$ cat src/hdl/feha_pkg.sv
`default_nettype none
// ----------------------------------------------------------------------------
// feha_pkg
// Shared widths, codes and helpers for the free extent heap allocator.
// ----------------------------------------------------------------------------
package feha_pkg;

    localparam int OP_W   = 2;
    localparam int ADDR_W = 48;
    localparam int SIZE_W = 32;
    localparam int NEED_W = 33;
    localparam int STAT_W = 2;

    localparam int DEF_FREE_SLOTS     = 64;
    localparam int DEF_HEADER_BYTES   = 8;
    localparam int DEF_MIN_GROW_BYTES = 4096;

    localparam int ROUND_BYTES = 8;
    localparam int SMALL_TAIL  = 24;
    localparam int MIN_KEEP    = 8;

    localparam logic [OP_W-1:0] OP_ALLOC = 2'd0;
    localparam logic [OP_W-1:0] OP_FREE  = 2'd1;
    localparam logic [OP_W-1:0] OP_ADD   = 2'd2;

    localparam logic [STAT_W-1:0] ST_DONE = 2'd0;
    localparam logic [STAT_W-1:0] ST_GROW = 2'd1;
    localparam logic [STAT_W-1:0] ST_DROP = 2'd2;

    typedef logic [4:0] t_cmd;

    localparam t_cmd C_NOP          = 5'd0;
    localparam t_cmd C_LOAD         = 5'd1;
    localparam t_cmd C_SET_FREE     = 5'd2;
    localparam t_cmd C_SET_ADD      = 5'd3;
    localparam t_cmd C_TAIL_FREE    = 5'd4;
    localparam t_cmd C_READ         = 5'd5;
    localparam t_cmd C_A_NEXT       = 5'd6;
    localparam t_cmd C_FIT          = 5'd7;
    localparam t_cmd C_D_READ       = 5'd8;
    localparam t_cmd C_D_WRITE      = 5'd9;
    localparam t_cmd C_D_END        = 5'd10;
    localparam t_cmd C_SET_TAIL_PUT = 5'd11;
    localparam t_cmd C_SET_REST_PUT = 5'd12;
    localparam t_cmd C_REST_TAIL    = 5'd13;
    localparam t_cmd C_CARVE        = 5'd14;
    localparam t_cmd C_MISS         = 5'd15;
    localparam t_cmd C_CLR_TAIL     = 5'd16;
    localparam t_cmd C_P_INIT       = 5'd17;
    localparam t_cmd C_P_PREV       = 5'd18;
    localparam t_cmd C_MERGE_PREV   = 5'd19;
    localparam t_cmd C_JOIN         = 5'd20;
    localparam t_cmd C_MERGE_NEXT   = 5'd21;
    localparam t_cmd C_LOST         = 5'd22;
    localparam t_cmd C_U_INIT       = 5'd23;
    localparam t_cmd C_U_READ       = 5'd24;
    localparam t_cmd C_U_WRITE      = 5'd25;
    localparam t_cmd C_INSERT       = 5'd26;
    localparam t_cmd C_FINISH       = 5'd27;

    typedef struct packed {
        logic [OP_W-1:0] op;
        logic addr_zero;
        logic tail_hit;
        logic idx_lt_cnt;
        logic d_more;
        logic fits;
        logic below;
        logic ps_zero;
        logic merge_prev;
        logic join_next;
        logic merge_next;
        logic full;
        logic tail_valid;
        logic tail_carve;
        logic rest_zero;
        logic rest_small;
        logic tail_small;
        logic tail_keep;
        logic u_more;
        logic out_full;
    } t_dp_sts;

    // saturate a 33-bit size to 32 bits
    function automatic logic [SIZE_W-1:0] clip32(input logic [NEED_W-1:0] v);
        clip32 = v[SIZE_W] ? {SIZE_W{1'b1}} : v[SIZE_W-1:0];
    endfunction

endpackage
`default_nettype wire

$ cat src/hdl/feha_ctrl.sv
`default_nettype none
// ----------------------------------------------------------------------------
// feha_ctrl
// Sequencer for allocate, free and add-region: table scan, shifts, merges.
// ----------------------------------------------------------------------------
module feha_ctrl import feha_pkg::*; (
    input  wire logic    i_clk,
    input  wire logic    i_rst_n,
    input  wire logic    i_valid,
    output logic         o_ready,
    input  wire t_dp_sts i_sts,
    output t_cmd         o_cmd
);
    localparam int SW = 5;

    localparam logic [SW-1:0] S_IDLE    = 5'd0;
    localparam logic [SW-1:0] S_DISP    = 5'd1;
    localparam logic [SW-1:0] S_A_RD    = 5'd2;
    localparam logic [SW-1:0] S_A_EV    = 5'd3;
    localparam logic [SW-1:0] S_D_RD    = 5'd4;
    localparam logic [SW-1:0] S_D_WR    = 5'd5;
    localparam logic [SW-1:0] S_A_PTAIL = 5'd6;
    localparam logic [SW-1:0] S_A_REST  = 5'd7;
    localparam logic [SW-1:0] S_A_TAIL  = 5'd8;
    localparam logic [SW-1:0] S_A_CARVE = 5'd9;
    localparam logic [SW-1:0] S_P_START = 5'd10;
    localparam logic [SW-1:0] S_P_RD    = 5'd11;
    localparam logic [SW-1:0] S_P_EV    = 5'd12;
    localparam logic [SW-1:0] S_P_DEC   = 5'd13;
    localparam logic [SW-1:0] S_P_M2    = 5'd14;
    localparam logic [SW-1:0] S_U_RD    = 5'd15;
    localparam logic [SW-1:0] S_U_WR    = 5'd16;
    localparam logic [SW-1:0] S_DONE    = 5'd17;

    logic [SW-1:0] r_state, n_state;
    logic [SW-1:0] r_ret, n_ret;
    logic          r_dput, n_dput;

    always_comb begin
        n_state = r_state;
        n_ret   = r_ret;
        n_dput  = r_dput;
        o_cmd   = C_NOP;
        o_ready = 1'b0;
        unique case (r_state)
            S_IDLE: begin
                o_ready = 1'b1;
                if (i_valid) begin
                    o_cmd   = C_LOAD;
                    n_state = S_DISP;
                end
            end
            S_DISP: begin
                n_ret = S_DONE;
                case (i_sts.op)
                    OP_ALLOC: n_state = S_A_RD;
                    OP_FREE: begin
                        if (i_sts.addr_zero) begin
                            n_state = S_DONE;
                        end else if (i_sts.tail_hit) begin
                            o_cmd   = C_TAIL_FREE;
                            n_state = S_DONE;
                        end else begin
                            o_cmd   = C_SET_FREE;
                            n_state = S_P_START;
                        end
                    end
                    OP_ADD: begin
                        o_cmd   = C_SET_ADD;
                        n_state = S_P_START;
                    end
                    default: n_state = S_DONE;
                endcase
            end
            S_A_RD: begin
                if (i_sts.idx_lt_cnt) begin
                    o_cmd   = C_READ;
                    n_state = S_A_EV;
                end else begin
                    n_state = S_A_TAIL;
                end
            end
            S_A_EV: begin
                if (i_sts.fits) begin
                    o_cmd   = C_FIT;
                    n_dput  = 1'b0;
                    n_state = S_D_RD;
                end else begin
                    o_cmd   = C_A_NEXT;
                    n_state = S_A_RD;
                end
            end
            S_D_RD: begin
                if (i_sts.d_more) begin
                    o_cmd   = C_D_READ;
                    n_state = S_D_WR;
                end else begin
                    o_cmd   = C_D_END;
                    n_state = r_dput ? r_ret : S_A_PTAIL;
                end
            end
            S_D_WR: begin
                o_cmd   = C_D_WRITE;
                n_state = S_D_RD;
            end
            S_A_PTAIL: begin
                // the old tail goes back into the table before the remainder
                if (i_sts.tail_valid) begin
                    o_cmd   = C_SET_TAIL_PUT;
                    n_ret   = S_A_REST;
                    n_state = S_P_START;
                end else begin
                    n_state = S_A_REST;
                end
            end
            S_A_REST: begin
                if (i_sts.rest_zero) begin
                    n_state = S_DONE;
                end else if (i_sts.rest_small) begin
                    o_cmd   = C_SET_REST_PUT;
                    n_ret   = S_DONE;
                    n_state = S_P_START;
                end else begin
                    o_cmd   = C_REST_TAIL;
                    n_state = S_DONE;
                end
            end
            S_A_TAIL: begin
                if (i_sts.tail_carve) begin
                    o_cmd   = C_CARVE;
                    n_state = S_A_CARVE;
                end else begin
                    o_cmd   = C_MISS;
                    n_state = S_DONE;
                end
            end
            S_A_CARVE: begin
                if (i_sts.tail_small && i_sts.tail_keep) begin
                    o_cmd   = C_SET_TAIL_PUT;
                    n_ret   = S_DONE;
                    n_state = S_P_START;
                end else if (i_sts.tail_small) begin
                    o_cmd   = C_CLR_TAIL;
                    n_state = S_DONE;
                end else begin
                    n_state = S_DONE;
                end
            end
            S_P_START: begin
                if (i_sts.ps_zero) begin
                    n_state = r_ret;
                end else begin
                    o_cmd   = C_P_INIT;
                    n_state = S_P_RD;
                end
            end
            S_P_RD: begin
                if (i_sts.idx_lt_cnt) begin
                    o_cmd   = C_READ;
                    n_state = S_P_EV;
                end else begin
                    n_state = S_P_DEC;
                end
            end
            S_P_EV: begin
                if (i_sts.below) begin
                    o_cmd   = C_P_PREV;
                    n_state = S_P_RD;
                end else begin
                    n_state = S_P_DEC;
                end
            end
            S_P_DEC: begin
                if (i_sts.merge_prev) begin
                    o_cmd   = C_MERGE_PREV;
                    n_state = S_P_M2;
                end else if (i_sts.idx_lt_cnt && i_sts.merge_next) begin
                    o_cmd   = C_MERGE_NEXT;
                    n_state = r_ret;
                end else if (i_sts.full) begin
                    o_cmd   = C_LOST;
                    n_state = r_ret;
                end else begin
                    o_cmd   = C_U_INIT;
                    n_state = S_U_RD;
                end
            end
            S_P_M2: begin
                // merged extent now touches the next one: fold it in and drop it
                if (i_sts.idx_lt_cnt && i_sts.join_next) begin
                    o_cmd   = C_JOIN;
                    n_dput  = 1'b1;
                    n_state = S_D_RD;
                end else begin
                    n_state = r_ret;
                end
            end
            S_U_RD: begin
                if (i_sts.u_more) begin
                    o_cmd   = C_U_READ;
                    n_state = S_U_WR;
                end else begin
                    o_cmd   = C_INSERT;
                    n_state = r_ret;
                end
            end
            S_U_WR: begin
                o_cmd   = C_U_WRITE;
                n_state = S_U_RD;
            end
            S_DONE: begin
                if (!i_sts.out_full) begin
                    o_cmd   = C_FINISH;
                    n_state = S_IDLE;
                end
            end
            default: n_state = S_IDLE;
        endcase
    end

    always_ff @(posedge i_clk) begin
        if (!i_rst_n) begin
            r_state <= S_IDLE;
            r_ret   <= S_DONE;
            r_dput  <= 1'b0;
        end else begin
            r_state <= n_state;
            r_ret   <= n_ret;
            r_dput  <= n_dput;
        end
    end

endmodule
`default_nettype wire

$ cat config.mk
export PLATFORM = sky130hd
export DESIGN_NAME = feha_ctrl
export DESIGN_NICKNAME = d
export VERILOG_FILES = /design/src/hdl/feha_pkg.sv /design/src/hdl/feha_ctrl.sv
export SDC_FILE = /design/constraint.sdc
export NUM_CORES = 1
export LEC_CHECK = 0
export ABC_AREA = 1
export BUFFER_PORTS_ARGS = -buffer_cell sky130_fd_sc_hd__buf_2
export CAP_MARGIN = 5
export CORE_UTILIZATION = 29
export DETAILED_ROUTE_END_ITERATION = 7
export SLEW_MARGIN = 20
export SYNTH_ARGS = -nofsm -noshare
export SYNTH_HDL_FRONTEND = slang
export SYNTH_SLANG_ARGS = --single-unit
$ cat constraint.sdc
create_clock -name i_clk -period 3.2 [get_ports i_clk]
set_clock_uncertainty 0.2 [all_clocks]
set_input_delay 0.16 -clock i_clk [delete_from_list [all_inputs] [get_ports i_clk]]
set_output_delay 0.16 -clock i_clk [all_outputs]
set_load 0.05 [all_outputs]
==> results of run 1 <==
[cells by family after synthesis]
family	after synthesis	share of synthesized area
compound gates	25	0.1134
fa+ha+maj	4	0.03910
buf+inv	43	0.1290
flops	8	0.1251
simple gates	152	0.5933
[per-stage QoR]
| step | instances | util | hold slack [ps] | power, mW |
|---|---|---|---|---|
| after floorplan | 232 | - | 28.72 | 0.7260 |
| after global placement | 310 | 0.3597 | 206.1 | 0.9045 |
| after detailed placement | 310 | 0.3597 | 199.5 | 0.8953 |
| after CTS | 314 | 0.3722 | 82.71 | 1.026 |
| after global routing | 314 | 0.3722 | 95.60 | 1.110 |
| final | 314 | 0.3722 | 81.81 | 1.026 |
[layer usage]
layer | track usage | up-vias
met1 | 0.3001 | 715
met4 | 0.04688 | 0
met3 | 0.03833 | 11
met2 | 0.3382 | 64
li1 | - | 810
met5 | 0 | -
[what timing repair did]
item | CTS | global route
resized for setup | 0 | 0
hold buffers | 1 | 0
hold endpoints to repair | 4 | 0
buffers inserted | 0 | 0
[where the power goes]
group	switching [mW]	internal, mW
registers	0.0534	0.121
logic	0.530	0.196
clock network	0.0436	0.0819
total	0.627	0.399
[cells in the final DEF (no fill, tap or decap), types with 2 or more instances in the layout]
master	synthesis	routed
o21ai_0	9	9
buf_2	0	29
ha_1	4	4
nand2_1	68	68
nand3_2	3	3
dfxtp_1	8	8
nand2_2	2	2
inv_2	5	5
nor2_2	5	5
a21oi_1	9	9
nor2_1	29	29
nor2_4	5	5
nor3_1	3	3
o2111ai_1	2	2
clkbuf_8	0	3
inv_1	37	37
nand4_1	10	10
nand2_4	2	2
nand3_1	19	19
a31oi_1	2	2
[final timing paths]
path	endpoint	cells after the start	from	slack [ps]
setup / recovery	o_cmd[3]	7	r_state[4]	690
hold / removal	r_state[0]	3	i_sts[0]	80
setup reg to reg	r_state[2]	9	r_state[4]	1340
hold reg to reg	r_dput	2	r_dput	300
[state kept, by name, summed over array words and instances (netlist names)]
name,cells
r_state,5
r_ret,2
r_dput,1
[worst min-delay path, cell delays in order]
cell and delay [ps]:
buf_2 100, nand4_1 120, a21oi_1 80
[final cells by class]
cell class	instances	area, µm²	share of cell area
repair buffers	30	155.1	0.1013
multi-input cells	181	954.7	0.6234
flip-flops and latches	8	160.2	0.1046
clock buffers	3	41.29	0.02696
inverters	42	157.7	0.1029
well taps	50	62.56	0.04085
==> flow_summary.json, run 1 <==
{
  "yosysUniqueCellTypes": 28,
  "fmax_ghz": 0.3992,
  "num_vias": 1600,
  "synth_warnings": 0,
  "grt_max_degree": 9,
  "yosysMostFrequentCell": "nand2_1",
  "fin_setup_tns_ps": 0,
  "fin_ws_ps": 694.8,
  "slew_viol_final": 0,
  "met1_length_um": 1943,
  "worst-path-buf-inv": 2,
  "ys_top_cells_by_area": "nand2_1 20%, dfxtp_1 13%, inv_1 11%",
  "clk_path_buf_depth": 2,
  "ys_ff_latch": 8,
  "grt_setup_unrepaired": "false",
  "synth_commonest_cells": "68 x nand2_1, 37 x inv_1, 29 x nor2_1",
  "io_pins": 30,
  "cts_tree": "yes",
  "final_area_mm2": 0.001531,
  "initial_core_util": 0.3110,
  "dp_slack_ps": 986.0,
  "syn_avg_cell_area_um2": 5.517,
  "dp_hpwl_um": 3709,
  "finalNetCount": 294,
  "path_cells": "inv_2 -> nand3_2 -> nor2_1 -> nand2_1 -> nor3b_2 -> o2111ai_1 -> buf_2",
  "setup_violations": 0,
  "rows": 23,
  "status": "complete, no violations",
  "top_layer": "met4",
  "worst_pin_slew_ps": 427.9,
  "power_density_mw_per_mm2": 669.9,
  "crit_path_end_kind": "output port",
  "slew_headroom": 0.7143,
  "drt_pass1_iterations": 6,
  "wl_per_cell_um": 13.78,
  "syn2layout_area_growth_pct": 19.65,
  "antenna_cells": 0,
  "place.gp.congestion": 1.072,
  "crit_fanout": 8,
  "wl_met2_um": 1917,
  "die-area_mm2": 0.004683,
  "numCtsBuffers": 3,
  "drt-initial-drc-count": 146,
  "synth-main-ff-cell": "dfxtp_1",
  "synth_top_area_share": 0.1994,
  "cts_root_buf": "clkbuf_8",
  "syn-instance-count": 232,
  "port_buffers": 29,
  "critical_path_class": "reg2out",
  "drtAntennaViolNets": 0,
  "drc_errors": 0,
  "drv_cap": 0,
  "cts_sinks": 8,
  "grt_first_pass_wirelength_um": 7238,
  "p_leak_nw": 0.8951,
  "peakVddDrop_mv": 0.2037,
  "wl_um": 4326,
  "gr-total-overflow": 0,
  "critPathTopFamily": "simple AND/OR/NAND/NOR gates",
  "start_kind": "flop",
  "min_path_type": "in2reg",
  "fillCellCount": 480,
  "crit_slowest_cell": "dfxtp_1",
  "dpl_cell_area_mm2": 0.001480,
  "async_flop_share": 0,
  "synth_fp_nets": 260,
  "die_x_um": 68.44,
  "synth_edf_count": 0,
  "yosysTopAreaCell": "nand2_1",
  "first_global_vias": 1527,
  "htreeDepth": 1,
  "clk_pin_slew_ps": 40,
  "hold_viol": 0,
  "slowest_delay_ps": 570,
  "syn-cell-area_mm2": 0.001280,
  "core_area_mm2": 0.004115,
  "viasPerCell": 5.096,
  "insertion_delay_ps": 230,
  "cp_data_arrival_time_ps": 2150,
  "met3_length_um": 368,
  "period_minus_slack_ps": 2505,
  "grt_use_total": 0.2147,
  "antenna_found_initial": 0,
  "critPathRequiredTime_ps": 2840,
  "ys_seq_area_frac": 0.1251,
  "final.period_utilization": 0.7829,
  "drive_above_1_share": 0.2235,
  "die_h_um": 68.44
}
Power figures use the tool's default switching activity.
==> run 2, diff against run 1 <==
ABC_AREA = 0   (was 1)
clock period = 2 ns   (was 3.2 ns; I/O delays follow)
==> run 2 against run 1 <==
The flow now finishes with violations (setup timing). Critical path depth is 1 higher. Utilization is 9.7 points higher. Non-clock buffer count grew 42. Via count up 6.4%. Register-to-register slack worse by 1400 ps. Global-route usage grew 2.5 points. Clock-buffer cell count unchanged. Cell count is 7.0% lower. Clock power up 48%. Synthesized area decreased by 0.88%. Critical path type unchanged. Largest cell class unchanged. Highest routed layer unchanged.
==> flow_summary.json, run 2 <==
{
  "cp_data_arrival_time_ps": 1770,
  "insertion_delay_ps": 220,
  "crit_path_end_kind": "output port",
  "seqPwrFrac": 0.113,
  "p_sw_mw": 1.172,
  "gr-total-overflow": 0,
  "synth_xor_area_frac": 0,
  "core_area_mm2": 0.004086,
  "critPathRequiredTime_ps": 1700,
  "top_regs": "r_state x5, r_ret x2, r_dput x1",
  "cts_root_buf": "clkbuf_8",
  "synth_fp_nets": 208,
  "power_density_mw_per_mm2": 1225,
  "use_met2": 0.3799,
  "use_met1": 0.3333,
  "dp_hpwl_um": 4222,
  "syn_avg_cell_area_um2": 7.048,
  "drtAntennaViolNets": 0,
  "grt_use_met3": 0.02667,
  "power_frac_clock": 0.079,
  "start_kind": "flop",
  "grt_first_pass_wirelength_um": 8183,
  "top_register": "r_state",
  "grt_use_total": 0.2394,
  "initial_core_util": 0.3105,
  "syn-cell-area_mm2": 0.001269,
  "final.period_utilization": 1.034,
  "rows": 23,
  "sw_frac_of_total": 0.4995,
  "grt_max_degree": 11,
  "crit_fanout": 7,
  "setup_violations": 3,
  "synthAdderAreaFrac": 0.03945,
  "violations": "setup timing",
  "slew_viol_final": 0,
  "grt_setup_unrepaired": "true",
  "min_path_cells": 3,
  "largest_reg_flops": 5,
  "synth_warnings": 0,
  "slew_headroom": 0.6156,
  "viasPerCell": 5.829,
  "antenna_cells": 0,
  "die_x_um": 68.14,
  "period_minus_slack_ps": 2069,
  "p_int_mw": 1.175,
  "synth_top_area_share": 0.1262,
  "die-area_mm2": 0.004643,
  "num_vias": 1702,
  "clk_path_buf_depth": 2,
  "synthMuxAreaShare": 0,
  "die_h_um": 68.14,
  "hold_viol": 0,
  "fmax_ghz": 0.4834,
  "numCtsBuffers": 3,
  "cts_tree": "yes",
  "yosysTopAreaCell": "dfxtp_1",
  "synth_top_family_by_area": "compound AO/OA/AOI/OAI gates",
  "synth_edf_count": 0,
  "ys_seq_area_frac": 0.1262,
  "holdWs_ps": 50.04,
  "power_frac_comb": 0.809,
  "busiest_layer": "met2",
  "ys_ff_latch": 8,
  "p_leak_nw": 0.8069,
  "wl_um": 5255,
  "async_flop_share": 0,
  "final_cell_mix": "37 x buf_4, 24 x buf_2, 16 x nor2_1",
  "place.gp.congestion": 0.9864,
  "yosysMostFrequentCell": "nor2_1",
  "synth_compound_gate_area_share": 0.3964,
  "drt-initial-drc-count": 155,
  "cts_sinks": 8,
  "mostFrequentLayoutCell": "buf_4",
  "worst_pin_slew_ps": 569.3,
  "antenna_found_initial": 0,
  "r2r_cells": 7,
  "syn2layout_area_growth_pct": 50.99,
  "wl_per_cell_um": 18.00,
  "synth_commonest_cells": "18 x nor2_1, 15 x o21ai_0, 12 x nand2_1",
  "synthSimpleGateAreaFrac": 0.3383,
  "drive_above_1_share": 0.4256,
  "port_buffers": 29,
  "status": "complete, but fails checks",
  "drt_pass1_iterations": 4,
  "clk_pin_slew_ps": 40,
  "ys_top_cells_by_area": "dfxtp_1 13%, o21ai_0 5.9%, nor2_1 5.3%",
  "first_global_vias": 1632,
  "min_path_type": "in2reg",
  "dp_slack_ps": -33.57,
  "htreeDepth": 1,
  "peakVddDrop_mv": 0.5380,
  "io_pins": 30,
  "drv_cap": 0,
  "fin_ws_ps": -68.50,
  "critical_path_class": "reg2out",
  "yosysUniqueCellTypes": 54,
  "synth-main-ff-cell": "dfxtp_1",
  "syn-instance-count": 180,
  "finalNetCount": 272,
  "drc_errors": 0
}
## run 2: area by class of cell
class,count,area (µm²)
sequential,8,176.4
fill,436,2171
tap,50,62.56
clock buffer,3,41.29
multi-input combinational,150,1077
inverter,9,33.78
timing repair buffer,72,524.3
## run 2: power by group through the flow
stage | clock (mW) | combinational (mW) | sequential [mW]
floorplan | 0 | 1.13 | 0.210
global placement | 0 | 1.64 | 0.247
detailed placement | 0 | 1.63 | 0.249
CTS | 0.189 | 1.78 | 0.267
global route | 0.201 | 2.00 | 0.269
finish | 0.185 | 1.90 | 0.264
## run 2: final timing paths
kind	slack [ps]	start	to
worst max-delay path	-70	r_state[3]	o_cmd[0]
worst min-delay path	50	i_sts[10]	r_dput
worst max register to register	-10	r_state[4]	r_state[1]
worst min register to register	310	r_ret[4]	r_ret[4]
## run 2: what timing repair did
action	CTS	global route
setup endpoints to repair	9	6
buffers inserted	2	5
cloned	0	0
resized for setup	26	19
hold endpoints to repair	3	0
hold buffers	1	0
pin swaps	6	7
## run 2: critical path, stage by stage (launching register included)
cell	delay, ps
dfxtp_4	360
buf_4	140
buf_4	150
nand3b_1	80
o22ai_1	80
nand3_1	130
o221ai_2	100
or3_4	340
buf_8	160
## run 2: cells by family after synthesis
kind of cell	after synthesis
DFF	8
and+or+nand+nor	79
AOI/OAI and AO/OA	67
buffers and inverters	22
adders and majority gates	4
## run 2: metal layers
metal,wire (µm),share of wire
met5,0,0
met4,125,0.024
met3,412,0.078
met2,2475,0.47
met1,2241,0.43
## run 2: stage by stage
stage,utilization,power [mW],instances,area [µm²],TNS [ps]
6_report,0.4688,2.347,292,1916,-118.1
5_1_grt,0.4688,2.474,292,1916,-329.4
4_1_cts,0.4400,2.232,287,1798,-155.5
3_5_place_dp,0.4060,1.878,281,1659,-82.82
3_3_place_gp,0.4060,1.892,281,1659,-4.716
2_1_floorplan,-,1.341,180,1281,0
==> run 3, diff against run 2 <==
CORE_MARGIN = 1.5   (was not set)
RECOVER_POWER = 100   (was not set)
==> run 3 against run 2 <==
The flow still finishes with violations (setup timing). Clock-buffer cell count stayed put. Sequential share of layout area is 0.44 points lower. Fmax hardly changed. Critical path type unchanged.
==> flow_summary.json, run 3 (same netlist as run 2, synthesis figures left out) <==
{
  "die-area_mm2": 0.004780,
  "drc_errors": 0,
  "critical_path_class": "reg2out",
  "grt_use_total": 0.2191,
  "ff_latch_area_um2": 171.4,
  "post-route-util": 0.4752,
  "critPathRequiredTime_ps": 1700,
  "final_cells": 296,
  "grt_max_degree": 12,
  "power_frac_clock": 0.079,
  "cts_tree": "yes",
  "top_regs": "r_state x5, r_ret x2, r_dput x1",
  "power_density_mw_per_mm2": 1241,
  "dp_hpwl_um": 3870,
  "grt_first_pass_wirelength_um": 8645,
  "min-delay-start": "i_sts[10]",
  "antenna_cells": 0,
  "min_path_type": "in2reg",
  "cp-startpoint": "r_state[1]",
  "numCtsBuffers": 3,
  "num_vias": 1789,
  "antenna_found_initial": 0,
  "power_mw": 2.427,
  "drive_above_1_share": 0.4472,
  "gr-total-overflow": 0,
  "reg2reg_from": "r_state[4]",
  "io_pins": 30,
  "violations": "setup timing",
  "clk_path_buf_depth": 2,
  "drt-initial-drc-count": 145,
  "hold_viol": 0,
  "fillCellCount": 409,
  "syn2layout_area_growth_pct": 54.14,
  "slew_headroom": 0.5336,
  "setup_violations": 4,
  "power_frac_comb": 0.813,
  "crit_fanout": 5,
  "cts_root_buf": "clkbuf_8",
  "mostFrequentLayoutCell": "buf_4",
  "multi_input_area_mm2": 0.001095,
  "period_minus_slack_ps": 2069,
  "first_global_vias": 1809,
  "dpl.cell_count": 281,
  "top_register": "r_state",
  "finalNetCount": 276,
  "largest_reg_flops": 5,
  "insertion_delay_ps": 220,
  "die_h_um": 69.14,
  "wl_um": 5236,
  "drtAntennaViolNets": 0,
  "peakVddDrop_mv": 0.6873,
  "port_buffers": 29,
  "place.gp.congestion": 0.9740,
  "slew_viol_final": 0,
  "p_sw_mw": 1.218,
  "worst_pin_slew_ps": 690.8,
  "core_area_mm2": 0.004115,
  "p_int_mw": 1.210,
  "fin_setup_tns_ps": -145.7,
  "start_kind": "flop",
  "clk_pin_slew_ps": 40,
  "rows": 23,
  "sw_frac_of_total": 0.5016,
  "drv_cap": 0,
  "final_cell_mix": "40 x buf_4, 24 x buf_2, 15 x nor2_1",
  "crit_path_end_kind": "output port",
  "drt_pass1_iterations": 5,
  "status": "complete, but fails checks",
  "seqPwrFrac": 0.108,
  "grt_setup_unrepaired": "true",
  "wl_per_cell_um": 17.69,
  "cp_data_arrival_time_ps": 1770,
  "cts_sinks": 8,
  "fmax_ghz": 0.4833,
  "htreeDepth": 1,
  "viasPerCell": 6.044,
  "initial_core_util": 0.3083,
  "p_leak_nw": 0.8330,
  "final.period_utilization": 1.035,
  "die_x_um": 69.14,
  "fin_ws_ps": -69.30
}
[run 3: cell types whose count changed in the layout (fill, tap and decap cells not counted), sizes merged]
cell / previous run / this run
clkbuf: 3 / 4
buf: 71 / 73
or2: 1 / 2
[run 3: worst max-delay path, cell delays in order, from the launching register on]
cell and delay, ps:
dfxtp_2 340, or2_4 290, or3_4 400, o31a_1 140, o221ai_2 70, or3_1 140
buf_6 150
[run 3: path summary, 6_finish.rpt]
kind,to,slack [ps],cells past startpoint
setup / recovery,o_cmd[1],-70,6
hold / removal,r_dput,20,3
setup reg to reg,r_state[2],-10,8
hold reg to reg,r_ret[4],310,1
[run 3: timing repair]
item | CTS | global route
gates resized for setup | 35 | 11
endpoints found under the setup margin | 6 | 6
setup buffers | 8 | 2
cloned | 1 | 0
endpoints found under the hold margin | 5 | 0
pin swaps | 6 | 7
hold buffers | 1 | 0
[run 3: power groups by stage]
| stage | clock, mW | sequential (mW) | combinational, mW |
|---|---|---|---|
| finish | 0.191 | 0.263 | 1.97 |
| global route | 0.211 | 0.265 | 2.07 |
| CTS | 0.195 | 0.258 | 1.86 |
| detailed placement | 0 | 0.239 | 1.61 |
| global placement | 0 | 0.239 | 1.63 |
| floorplan | 0 | 0.210 | 1.13 |
[run 3: area by class of cell]
class / instances / share of cell area
multi-input cells: 151 / 0.5598
repair buffers: 75 / 0.2821
inverters: 9 / 0.01727
flip-flops and latches: 8 / 0.08765
clock buffers: 3 / 0.02111
well taps: 50 / 0.03199
[run 3: metal layers]
layer  vias to the layer above  share of wire  track usage
met2                       129           0.46       0.3462
met5                         -              0            0
met4                         0          0.032      0.06972
li1                        823              -            -
met3                        21           0.12      0.06871
met1                       816           0.40       0.2828
[run 3: per-stage QoR]
stage	cell area [µm²]	hold slack (ps)	setup slack (ps)
6_report	1956	24.24	-69.30
5_1_grt	1956	31.13	-138.5
4_1_cts	1897	38.46	-62.35
3_5_place_dp	1672	212.4	-49.25
3_3_place_gp	1672	216.2	-62.56
2_1_floorplan	1281	17.45	95.39
